[src/hdl/sor_pkg.sv]
// ----------------------------------------------------------------------------
// sor_pkg
// Beat types, register map and the solidity test of the outline rim block.
// ----------------------------------------------------------------------------
package sor_pkg;

    // Pixel word and APB geometry
    localparam int unsigned PIX_W  = 32;
    localparam int unsigned APB_AW = 4;
    localparam int unsigned APB_DW = 32;

    // Register indexes (byte address / 4)
    localparam logic [1:0] REG_IMG_WIDTH  = 2'd0;
    localparam logic [1:0] REG_IMG_HEIGHT = 2'd1;
    localparam logic [1:0] REG_RIM_COLOUR = 2'd2;

    // Register reset values
    localparam logic [6:0]       IMG_WIDTH_RST  = 7'd32;
    localparam logic [6:0]       IMG_HEIGHT_RST = 7'd32;
    localparam logic [PIX_W-1:0] RIM_COLOUR_RST = 32'd255;

    // Input operation codes
    localparam logic OP_PIXEL = 1'b0;
    localparam logic OP_DRAIN = 1'b1;

    typedef struct packed {
        logic       op;
        logic [7:0] pix_red;
        logic [7:0] pix_green;
        logic [7:0] pix_blue;
        logic [7:0] pix_alpha;
    } t_in_beat;

    typedef struct packed {
        logic [7:0] out_red;
        logic [7:0] out_green;
        logic [7:0] out_blue;
        logic [7:0] out_alpha;
        logic       became_rim;
        logic       frame_end;
    } t_out_beat;

    // Register file view handed to the datapath
    typedef struct packed {
        logic [6:0]       img_width;
        logic [6:0]       img_height;
        logic [PIX_W-1:0] rim_colour;
        logic             restart;
    } t_cfg;

    // Pending pixel leaving the line buffer stage
    typedef struct packed {
        logic             valid;
        logic [PIX_W-1:0] pix;
        logic             self_solid;
        logic             nb_part;
        logic             right_en;
        logic             last;
        logic [PIX_W-1:0] right_pix;
    } t_stage;

    // Solid: nonzero alpha and not already the rim colour
    function automatic logic is_solid(logic [PIX_W-1:0] px, logic [PIX_W-1:0] rim);
        return (px[31:24] != 8'd0) && (px != rim);
    endfunction

endpackage

[src/hdl/sor_ram.sv]
// ----------------------------------------------------------------------------
// sor_ram
// Simple dual-port RAM, one write and one registered read per cycle.
// ----------------------------------------------------------------------------
module sor_ram #(
    parameter int unsigned WIDTH = 33,
    parameter int unsigned DEPTH = 64
) (
    input  logic                     i_clk,
    input  logic                     i_we,
    input  logic [$clog2(DEPTH)-1:0] i_waddr,
    input  logic [WIDTH-1:0]         i_wdata,
    input  logic                     i_re,
    input  logic [$clog2(DEPTH)-1:0] i_raddr,
    output logic [WIDTH-1:0]         o_rdata
);

    logic [WIDTH-1:0] r_mem [DEPTH];
    logic [WIDTH-1:0] r_rdata;

    // Write and read; read data holds until the next read
    always_ff @(posedge i_clk) begin
        if (i_we) begin
            r_mem[i_waddr] <= i_wdata;
        end
        if (i_re) begin
            r_rdata <= r_mem[i_raddr];
        end
    end

    assign o_rdata = r_rdata;

endmodule

[src/hdl/sor_cfg.sv]
// ----------------------------------------------------------------------------
// sor_cfg
// APB register file: image width, image height and rim colour.
// ----------------------------------------------------------------------------
module sor_cfg (
    input  logic                        i_clk,
    input  logic                        i_rst_n,
    input  logic                        psel,
    input  logic                        penable,
    input  logic                        pwrite,
    input  logic [sor_pkg::APB_AW-1:0]  paddr,
    input  logic [sor_pkg::APB_DW-1:0]  pwdata,
    output logic [sor_pkg::APB_DW-1:0]  prdata,
    output logic                        pready,
    output sor_pkg::t_cfg               o_cfg
);

    logic [6:0]                  r_width;
    logic [6:0]                  r_height;
    logic [sor_pkg::PIX_W-1:0]   r_rim;
    logic                        wr_en;
    logic                        known_reg;
    logic [1:0]                  reg_idx;

    assign reg_idx   = paddr[3:2];
    assign wr_en     = psel && penable && pwrite;
    assign known_reg = (reg_idx == sor_pkg::REG_IMG_WIDTH)
                    || (reg_idx == sor_pkg::REG_IMG_HEIGHT)
                    || (reg_idx == sor_pkg::REG_RIM_COLOUR);

    // Update registers on the access beat
    always_ff @(posedge i_clk) begin
        if (!i_rst_n) begin
            r_width  <= sor_pkg::IMG_WIDTH_RST;
            r_height <= sor_pkg::IMG_HEIGHT_RST;
            r_rim    <= sor_pkg::RIM_COLOUR_RST;
        end else if (wr_en) begin
            case (reg_idx)
                sor_pkg::REG_IMG_WIDTH:  r_width  <= pwdata[6:0];
                sor_pkg::REG_IMG_HEIGHT: r_height <= pwdata[6:0];
                sor_pkg::REG_RIM_COLOUR: r_rim    <= pwdata;
                default: ;
            endcase
        end
    end

    // Read back
    always_comb begin
        case (reg_idx)
            sor_pkg::REG_IMG_WIDTH:  prdata = {25'd0, r_width};
            sor_pkg::REG_IMG_HEIGHT: prdata = {25'd0, r_height};
            sor_pkg::REG_RIM_COLOUR: prdata = r_rim;
            default:                 prdata = '0;
        endcase
    end

    assign pready = 1'b1;

    // Any write to a known register restarts the frame on the same edge
    assign o_cfg.img_width  = r_width;
    assign o_cfg.img_height = r_height;
    assign o_cfg.rim_colour = r_rim;
    assign o_cfg.restart    = wr_en && known_reg;

endmodule

[src/hdl/sor_front.sv]
// ----------------------------------------------------------------------------
// sor_front
// Line buffer stage: raster counters, one-row pixel RAM with solid-above
// flags, read-ahead of the right neighbor and the pending-pixel register.
// ----------------------------------------------------------------------------
module sor_front #(
    parameter int unsigned MAX_WIDTH  = 64,
    parameter int unsigned MAX_HEIGHT = 64
) (
    input  logic              i_clk,
    input  logic              i_rst_n,
    input  sor_pkg::t_cfg     i_cfg,
    input  logic              i_accept,
    input  sor_pkg::t_in_beat i_in_data,
    input  logic              i_b_adv,
    output sor_pkg::t_stage   o_stage
);

    localparam int unsigned AW = $clog2(MAX_WIDTH);
    localparam int unsigned CW = $clog2(MAX_WIDTH + 1);
    localparam int unsigned RW = $clog2(MAX_HEIGHT + 1);
    localparam int unsigned EW = sor_pkg::PIX_W + 1;

    logic [CW-1:0]             used_w;
    logic [RW-1:0]             used_h;
    logic [AW-1:0]             r_col;
    logic [RW-1:0]             r_row;
    logic                      r_left;
    logic                      last_col;
    logic                      draining;
    logic [AW-1:0]             next_addr;
    logic                      is_pix;
    logic                      is_drain;
    logic                      emit;
    logic [sor_pkg::PIX_W-1:0] px;
    logic [EW-1:0]             ram_rdata;
    logic [EW-1:0]             cur;
    logic [EW-1:0]             wr_entry;
    logic                      r_fwd_hit;
    logic [EW-1:0]             r_fwd_data;
    logic                      self_solid;
    logic                      nb_part;
    logic                      r_b_valid;
    logic [sor_pkg::PIX_W-1:0] r_b_pix;
    logic                      r_b_self;
    logic                      r_b_nb;
    logic                      r_b_right_en;
    logic                      r_b_last;

    // Clamp the programmed geometry to the buffer size
    always_comb begin
        if (i_cfg.img_width == 7'd0) begin
            used_w = CW'(1);
        end else if (32'(i_cfg.img_width) > 32'(MAX_WIDTH)) begin
            used_w = CW'(MAX_WIDTH);
        end else begin
            used_w = CW'(i_cfg.img_width);
        end
    end

    always_comb begin
        if (i_cfg.img_height == 7'd0) begin
            used_h = RW'(1);
        end else if (32'(i_cfg.img_height) > 32'(MAX_HEIGHT)) begin
            used_h = RW'(MAX_HEIGHT);
        end else begin
            used_h = RW'(i_cfg.img_height);
        end
    end

    // Position decode; the row counter at the height means drain phase
    assign last_col  = (CW'(r_col) + CW'(1)) == used_w;
    assign draining  = (r_row == used_h);
    assign next_addr = last_col ? '0 : r_col + AW'(1);
    assign is_pix    = i_accept && (i_in_data.op == sor_pkg::OP_PIXEL) && !draining;
    assign is_drain  = i_accept && (i_in_data.op == sor_pkg::OP_DRAIN) && draining;
    assign emit      = (is_pix && (r_row != '0)) || is_drain;

    assign px = {i_in_data.pix_alpha, i_in_data.pix_blue,
                 i_in_data.pix_green, i_in_data.pix_red};

    // Entry at the current column: last read, or the word written over it
    assign cur        = r_fwd_hit ? r_fwd_data : ram_rdata;
    assign self_solid = sor_pkg::is_solid(cur[sor_pkg::PIX_W-1:0], i_cfg.rim_colour);
    assign wr_entry   = {self_solid, px};

    // Neighbors known at accept: left, above, and below (the incoming pixel)
    always_comb begin
        if (is_pix) begin
            nb_part = ((r_col != '0) && r_left)
                   || ((r_row > RW'(1)) && cur[EW-1])
                   || sor_pkg::is_solid(px, i_cfg.rim_colour);
        end else begin
            nb_part = ((r_col != '0) && r_left)
                   || ((used_h != RW'(1)) && cur[EW-1]);
        end
    end

    sor_ram #(
        .WIDTH (EW),
        .DEPTH (MAX_WIDTH)
    ) u_line (
        .i_clk   (i_clk),
        .i_we    (is_pix),
        .i_waddr (r_col),
        .i_wdata (wr_entry),
        .i_re    (is_pix || is_drain),
        .i_raddr (next_addr),
        .o_rdata (ram_rdata)
    );

    // Forward a write that lands on the address read in the same cycle
    always_ff @(posedge i_clk) begin
        if (!i_rst_n) begin
            r_fwd_hit <= 1'b0;
        end else if (is_pix || is_drain) begin
            r_fwd_hit <= is_pix && (next_addr == r_col);
        end
    end

    always_ff @(posedge i_clk) begin
        if (is_pix) begin
            r_fwd_data <= wr_entry;
        end
    end

    // Advance raster counters; a register write restarts the frame
    always_ff @(posedge i_clk) begin
        if (!i_rst_n || i_cfg.restart) begin
            r_col  <= '0;
            r_row  <= '0;
            r_left <= 1'b0;
        end else begin
            if (emit) begin
                r_left <= self_solid;
            end
            if (is_pix) begin
                if (last_col) begin
                    r_col <= '0;
                    r_row <= r_row + RW'(1);
                end else begin
                    r_col <= r_col + AW'(1);
                end
            end else if (is_drain) begin
                if (last_col) begin
                    r_col  <= '0;
                    r_row  <= '0;
                    r_left <= 1'b0;
                end else begin
                    r_col <= r_col + AW'(1);
                end
            end
        end
    end

    // Pending pixel register; drop it when it moves to the output
    always_ff @(posedge i_clk) begin
        if (!i_rst_n) begin
            r_b_valid <= 1'b0;
        end else if (i_accept) begin
            r_b_valid <= emit;
        end else if (i_b_adv) begin
            r_b_valid <= 1'b0;
        end
    end

    always_ff @(posedge i_clk) begin
        if (emit) begin
            r_b_pix      <= cur[sor_pkg::PIX_W-1:0];
            r_b_self     <= self_solid;
            r_b_nb       <= nb_part;
            r_b_right_en <= !last_col;
            r_b_last     <= is_drain && last_col;
        end
    end

    // Right neighbor is the read-ahead entry, read at the accept that loads the pending pixel
    assign o_stage.valid      = r_b_valid;
    assign o_stage.pix        = r_b_pix;
    assign o_stage.self_solid = r_b_self;
    assign o_stage.nb_part    = r_b_nb;
    assign o_stage.right_en   = r_b_right_en;
    assign o_stage.last       = r_b_last;
    assign o_stage.right_pix  = cur[sor_pkg::PIX_W-1:0];

endmodule

[src/hdl/sprite_outline_rim.sv]
// ----------------------------------------------------------------------------
// sprite_outline_rim
// Four-neighbor outline dilation of a streamed RGBA image.
// ----------------------------------------------------------------------------
// Usage:
//   Input channel (i_in_valid / o_in_ready / i_in_data) takes pixels in raster
//   order, op = pixel. After the last pixel send one drain beat per column.
//   Output channel (o_out_valid / i_out_ready / o_out_data) gives one beat per
//   pixel of the row above the incoming one; the first row gives none, and
//   the drain beats flush the last row, frame_end marking its final pixel.
//   Pixel beats during the drain and drain beats outside it are taken and
//   dropped. A result passes the pending stage, then the output register.
//   Throughput is one beat per cycle while the receiver does not stall, set
//   by the line buffer RAM, which does one read-ahead and one write per beat.
//   Registers (APB): 0x0 width, 0x4 height, 0x8 rim colour. A write to one
//   of them restarts the frame; write only while the block is idle.
//   Reset returns the registers to 32 x 32 with rim 0x000000FF and empties
//   both stages; no clearing pass is needed. While the receiver stalls the
//   output beat holds and one more result can wait in the pending stage,
//   after which o_in_ready drops.
// ----------------------------------------------------------------------------
module sprite_outline_rim #(
    parameter int unsigned MAX_WIDTH  = 64,
    parameter int unsigned MAX_HEIGHT = 64
) (
    input  logic                       i_clk,
    input  logic                       i_rst_n,
    input  logic                       psel,
    input  logic                       penable,
    input  logic                       pwrite,
    input  logic [sor_pkg::APB_AW-1:0] paddr,
    input  logic [sor_pkg::APB_DW-1:0] pwdata,
    output logic [sor_pkg::APB_DW-1:0] prdata,
    output logic                       pready,
    input  logic                       i_in_valid,
    input  sor_pkg::t_in_beat          i_in_data,
    output logic                       o_in_ready,
    output logic                       o_out_valid,
    output sor_pkg::t_out_beat         o_out_data,
    input  logic                       i_out_ready
);

    sor_pkg::t_cfg             cfg;
    sor_pkg::t_stage           stage;
    logic                      out_free;
    logic                      accept;
    logic                      b_adv;
    logic                      rim_sel;
    logic [sor_pkg::PIX_W-1:0] px_out;
    logic                      r_out_valid;
    sor_pkg::t_out_beat        r_out_data;

    sor_cfg u_cfg (
        .i_clk   (i_clk),
        .i_rst_n (i_rst_n),
        .psel    (psel),
        .penable (penable),
        .pwrite  (pwrite),
        .paddr   (paddr),
        .pwdata  (pwdata),
        .prdata  (prdata),
        .pready  (pready),
        .o_cfg   (cfg)
    );

    // Handshake: the pending stage keeps input open while the output stalls, until it fills
    assign out_free   = !r_out_valid || i_out_ready;
    assign o_in_ready = !stage.valid || out_free;
    assign accept     = i_in_valid && o_in_ready;
    assign b_adv      = stage.valid && out_free;

    sor_front #(
        .MAX_WIDTH  (MAX_WIDTH),
        .MAX_HEIGHT (MAX_HEIGHT)
    ) u_front (
        .i_clk     (i_clk),
        .i_rst_n   (i_rst_n),
        .i_cfg     (cfg),
        .i_accept  (accept),
        .i_in_data (i_in_data),
        .i_b_adv   (b_adv),
        .o_stage   (stage)
    );

    // Finish the neighbor test with the right pixel and pick the color
    assign rim_sel = !stage.self_solid
                  && (stage.nb_part
                      || (stage.right_en
                          && sor_pkg::is_solid(stage.right_pix, cfg.rim_colour)));
    assign px_out  = rim_sel ? cfg.rim_colour : stage.pix;

    // Output register
    always_ff @(posedge i_clk) begin
        if (!i_rst_n) begin
            r_out_valid <= 1'b0;
        end else if (out_free) begin
            r_out_valid <= stage.valid;
        end
    end

    always_ff @(posedge i_clk) begin
        if (b_adv) begin
            r_out_data.out_red    <= px_out[7:0];
            r_out_data.out_green  <= px_out[15:8];
            r_out_data.out_blue   <= px_out[23:16];
            r_out_data.out_alpha  <= px_out[31:24];
            r_out_data.became_rim <= rim_sel;
            r_out_data.frame_end  <= stage.last;
        end
    end

    assign o_out_valid = r_out_valid;
    assign o_out_data  = r_out_data;

endmodule

[config.mk]
export PLATFORM = sky130hd
export DESIGN_NAME = sprite_outline_rim
export DESIGN_NICKNAME = d
export VERILOG_FILES = /design/src/hdl/sor_pkg.sv /design/src/hdl/sor_ram.sv /design/src/hdl/sor_cfg.sv /design/src/hdl/sor_front.sv /design/src/hdl/sprite_outline_rim.sv
export SDC_FILE = /design/constraint.sdc
export NUM_CORES = 2
export LEC_CHECK = 0
export ABC_CLOCK_PERIOD_IN_PS = 12100
export BUFFER_PORTS_ARGS = -buffer_cell sky130_fd_sc_hd__buf_2
export CELL_PAD_IN_SITES_DETAIL_PLACEMENT = 1
export CELL_PAD_IN_SITES_GLOBAL_PLACEMENT = 2
export CORE_MARGIN = 8
export CORE_UTILIZATION = 51
export CTS_CLUSTER_DIAMETER = 40
export DETAILED_ROUTE_END_ITERATION = 12
export GPL_ROUTABILITY_DRIVEN = 0
export MAX_ROUTING_LAYER = met4
export PLACE_DENSITY_LB_ADDON = 0.1
export SYNTH_ARGS = -nofsm -noshare
export SYNTH_HDL_FRONTEND = slang
export SYNTH_SLANG_ARGS = --single-unit
[constraint.sdc]
create_clock -name i_clk -period 12.1 [get_ports i_clk]
set_input_delay 0.605 -clock i_clk [delete_from_list [all_inputs] [get_ports i_clk]]
set_output_delay 0.605 -clock i_clk [all_outputs]
set_load 0.01 [all_outputs]
==> results.toml <==
[status]
status = "completed"

[clocking]
ctsResizeCount = 0
htreeDepth = 5
cts_tree = "yes"
ctsLongestPathBuffers = 4
clk_latency_ps = 940
clock_sinks = 2311
cts_buffers = 340
path_clk_slew_ps = 60
root_buffer = "clkbuf_16"

[layout]
syn2layout_area_growth_pct = 17.5
nNetsFinal = 6002
drive_above_1_share_pct = 21.3
layoutNonFillerInstCount = 8565
fin_util_pct = 60.2

[critical_path]
worst_setup_path_start_kind = "register"
worstPathCellList = "clkinv_2 -> ha_4 -> buf_4 -> nor2_1 -> nand3_1 -> mux2i_1 -> buf_4 -> or2_4 -> a21oi_4 -> buf_4 -> buf_4 -> o21ai_0 -> o211ai_1 -> o221ai_1 -> a41oi_1"
slowest_stage = "dfxtp_4"
crit_arrival_ps = 8270
critPathKind = "register to register"
slowest_delay_ps = 760
crit_path_frequent_cell = "buf_4"
cp-end-kind = "register"
critPathMaxFanout = 49
cp.required_ps = 12750

[pwr]
ir_worst_vdd_v = 0.000145
total_power_w = 0.0193
leakagePower_nw = 34.1
powerDensity_mw_per_mm2 = 180

[global_route]
overflow = 0
grt_max_degree = 110
antenna_found_initial = 28
grt_pass1_vias = 57700
grt_first_pass_wirelength_um = 436000
grtUsageTotal_pct = 32.9

[sta]
rsz0062_at_grt = "false"
max_slew.worst_pin.slew_ps = 1330
hold_viol_final = 0
relSlewSlack_pct = 11.0
slew_violations = 0
clock_skew_ps = 50.8
period_needed_ps = 7620
max_freq_mhz = 131
finalSetupViolations = 0
fin_ws_ps = 4480
fin_crit_sh_pct = 63.0
setup_tns_ps = 0

[floorplanning]
placementRows = 155
core_area_sq_mm = 0.178
io_pins = 145
dieArea_sq_mm = 0.193
die_w_um = 439
start_util_pct = 51.2
dieHeight_um = 439

[place]
hpwl_um = 180000
portBuffers = 141
pre_cts_ws_ps = 4760
dp.cells = 7902

[drt]
post_drt_wl_per_cell_um = 36.6
vias = 56000
vias_per_cell = 6.54
first_pass_iters = 5
drt-total-wl_um = 313000
route.detailed.drc = 0
first_iter_violations = 6863
antenna_left = 0

[synthesis]
synth_cells = 5552
synth-main-ff-cell = "edfxtp_1"
synth_nets = 5633
synth.cell_area_sq_mm = 0.0913
avgSynthCellArea_sq_um = 16.4
postSynth.asyncResetShare_pct = 0
yosysWarnings = 0
ys_seq_area_share_pct = 75.3
synth.distinct_cells = 81
ys_ff_latch = 2311
synth_enable_flop_cells = 2248

[job]
cap_viol_max_count = 0

[hold_path]
hold_class = "input pin to register"
-- path summary, 6_finish.rpt --
path                     from  depth (start not counted)  slack (ps)                        end
min               i_out_ready                          3          80                o_out_valid
max          u_front.r_col[0]                         15        4480  u_front.u_line.o_rdata[5]
max reg2reg  u_front.r_col[0]                         15        4480  u_front.u_line.o_rdata[5]
min reg2reg  u_front.r_b_last                          0         420              o_out_data[0]
-- placed cells by master, fill, tap and decap left out, types with 27 or more instances in the layout --
master / n
o211ai_1: 51
mux2_2: 95
clkinv_1: 32
buf_4: 221
nand3_1: 75
dlygate4sd3_1: 32
o22ai_1: 70
a21oi_1: 209
diode_2: 29
a211oi_1: 39
nor2_1: 242
clkbuf_16: 347
buf_2: 133
nor3_1: 56
clkinvlp_4: 41
nand2_1: 458
nor4_1: 34
and2_1: 60
edfxtp_1: 2248
nor2_4: 68
mux2i_1: 193
clkbuf_1: 38
inv_6: 56
xor2_1: 64
o21ai_0: 362
a31oi_1: 111
dfxtp_1: 62
a221oi_1: 39
mux4_2: 224
clkinv_2: 27
a22oi_1: 39
-- Yosys cell counts, drive strengths merged, types with 12 or more instances --
library cell  count  area share (%)
a21oi           212             1.2
xor2             65            0.62
o311ai           13            0.12
buf             139            0.74
nand2           458             1.9
nand3            76            0.43
nor4             34            0.23
nor2b            22            0.15
edfxtp         2248              74
a2bb2oi          19            0.18
clkbuf          227            0.93
o221ai           18            0.17
xnor2            19            0.19
mux4            224             5.5
a21boi           27            0.22
and2             60            0.41
mux2i           193             2.1
a22oi            39            0.32
or3              16            0.11
dfxtp            63             1.4
o21ai           370             2.0
a211oi           39            0.32
mux2             95             1.2
nand4            19            0.13
nor3             57            0.31
and3             20            0.14
o22ai            70            0.48
a2111oi          12            0.12
a221oi           39            0.37
nor2            314             1.3
o211ai           51            0.42
a31oi           112            0.77
a311oi           19            0.18
inv              25            0.10
-- metrics by stage --
step | instance area, sq um | hold slack [ps]
after CTS | 107000 | 33.4
after floorplan | 91300 | 400
after global routing | 107000 | 74.1
after detailed placement | 95900 | 416
final | 107000 | 84.9
after global placement | 95900 | 414
-- cells by family after synthesis --
kind of cell,count (synthesis),share of synthesized area [%]
flip-flops,2311,75.3
multiplexers,512,8.81
other,1,0.00411
XOR/XNOR,84,0.814
adder cells (fa/ha/maj),5,0.0685
buffers and inverters,392,1.78
AND/OR/NAND/NOR,1116,5.43
AO/OA/AOI/OAI,1131,7.79
-- report_power, final --
group | internal (W) | switching (W) | total (W)
combinational | 0.000250 | 0.000656 | 0.000906
clock | 0.00587 | 0.00371 | 0.00958
sequential | 0.00881 | 0.0000222 | 0.00883
total | 0.0149 | 0.00439 | 0.0193
-- timing repair --
| action | in CTS | in global routing |
|---|---|---|
| hold buffers | 32 | 0 |
| hold endpoints to repair | 38 | 0 |
| buffers inserted | 0 | 0 |
-- registers in the layout, summed over array words and instances (netlist names), 6 cells and up --
register,cells
u_cfg.r_rim,32
u_front.r_fwd_data,33
u_front.r_col,6
u_cfg.r_height,7
u_cfg.r_width,7
o_out_data,34
u_front.r_row,7
u_front.u_line.r_mem,2112
u_front.u_line.o_rdata,33
u_front.r_b_pix,32
-- layer usage --
| metal | vias up | routed length (um) | global-route usage, % | part of all wire (%) |
|---|---|---|---|---|
| li1 | 22800 | - | - | - |
| met1 | 29600 | 120000 | 41.7 | 38 |
| met2 | 2920 | 147000 | 51.3 | 47 |
| met3 | 665 | 31200 | 7.83 | 10 |
| met4 | 0 | 15900 | 14.3 | 5.1 |
| met5 | - | 0 | - | 0 |
-- worst max-delay path: cells and delay by family, from the launching register on --
| family | cells | cell delay (ps) |
|---|---|---|
| AO/OA/AOI/OAI | 5 | 2530 |
| flip-flops | 1 | 760 |
| buffers and inverters | 5 | 2460 |
| multiplexers | 1 | 80 |
| adder cells (fa/ha/maj) | 1 | 650 |
| AND/OR/NAND/NOR | 3 | 690 |
-- area by class of cell --
class,instances,area (sq um)
tap,2355,2950
antenna,29,72.6
fill,15800,70900
clock inverter,212,2120
clock buffer,390,8890
sequential,2311,68800
inverter,26,106
multi-input combinational,2849,21600
timing repair buffer,393,2790
Note: power is estimated with default switching activity, not from simulation.
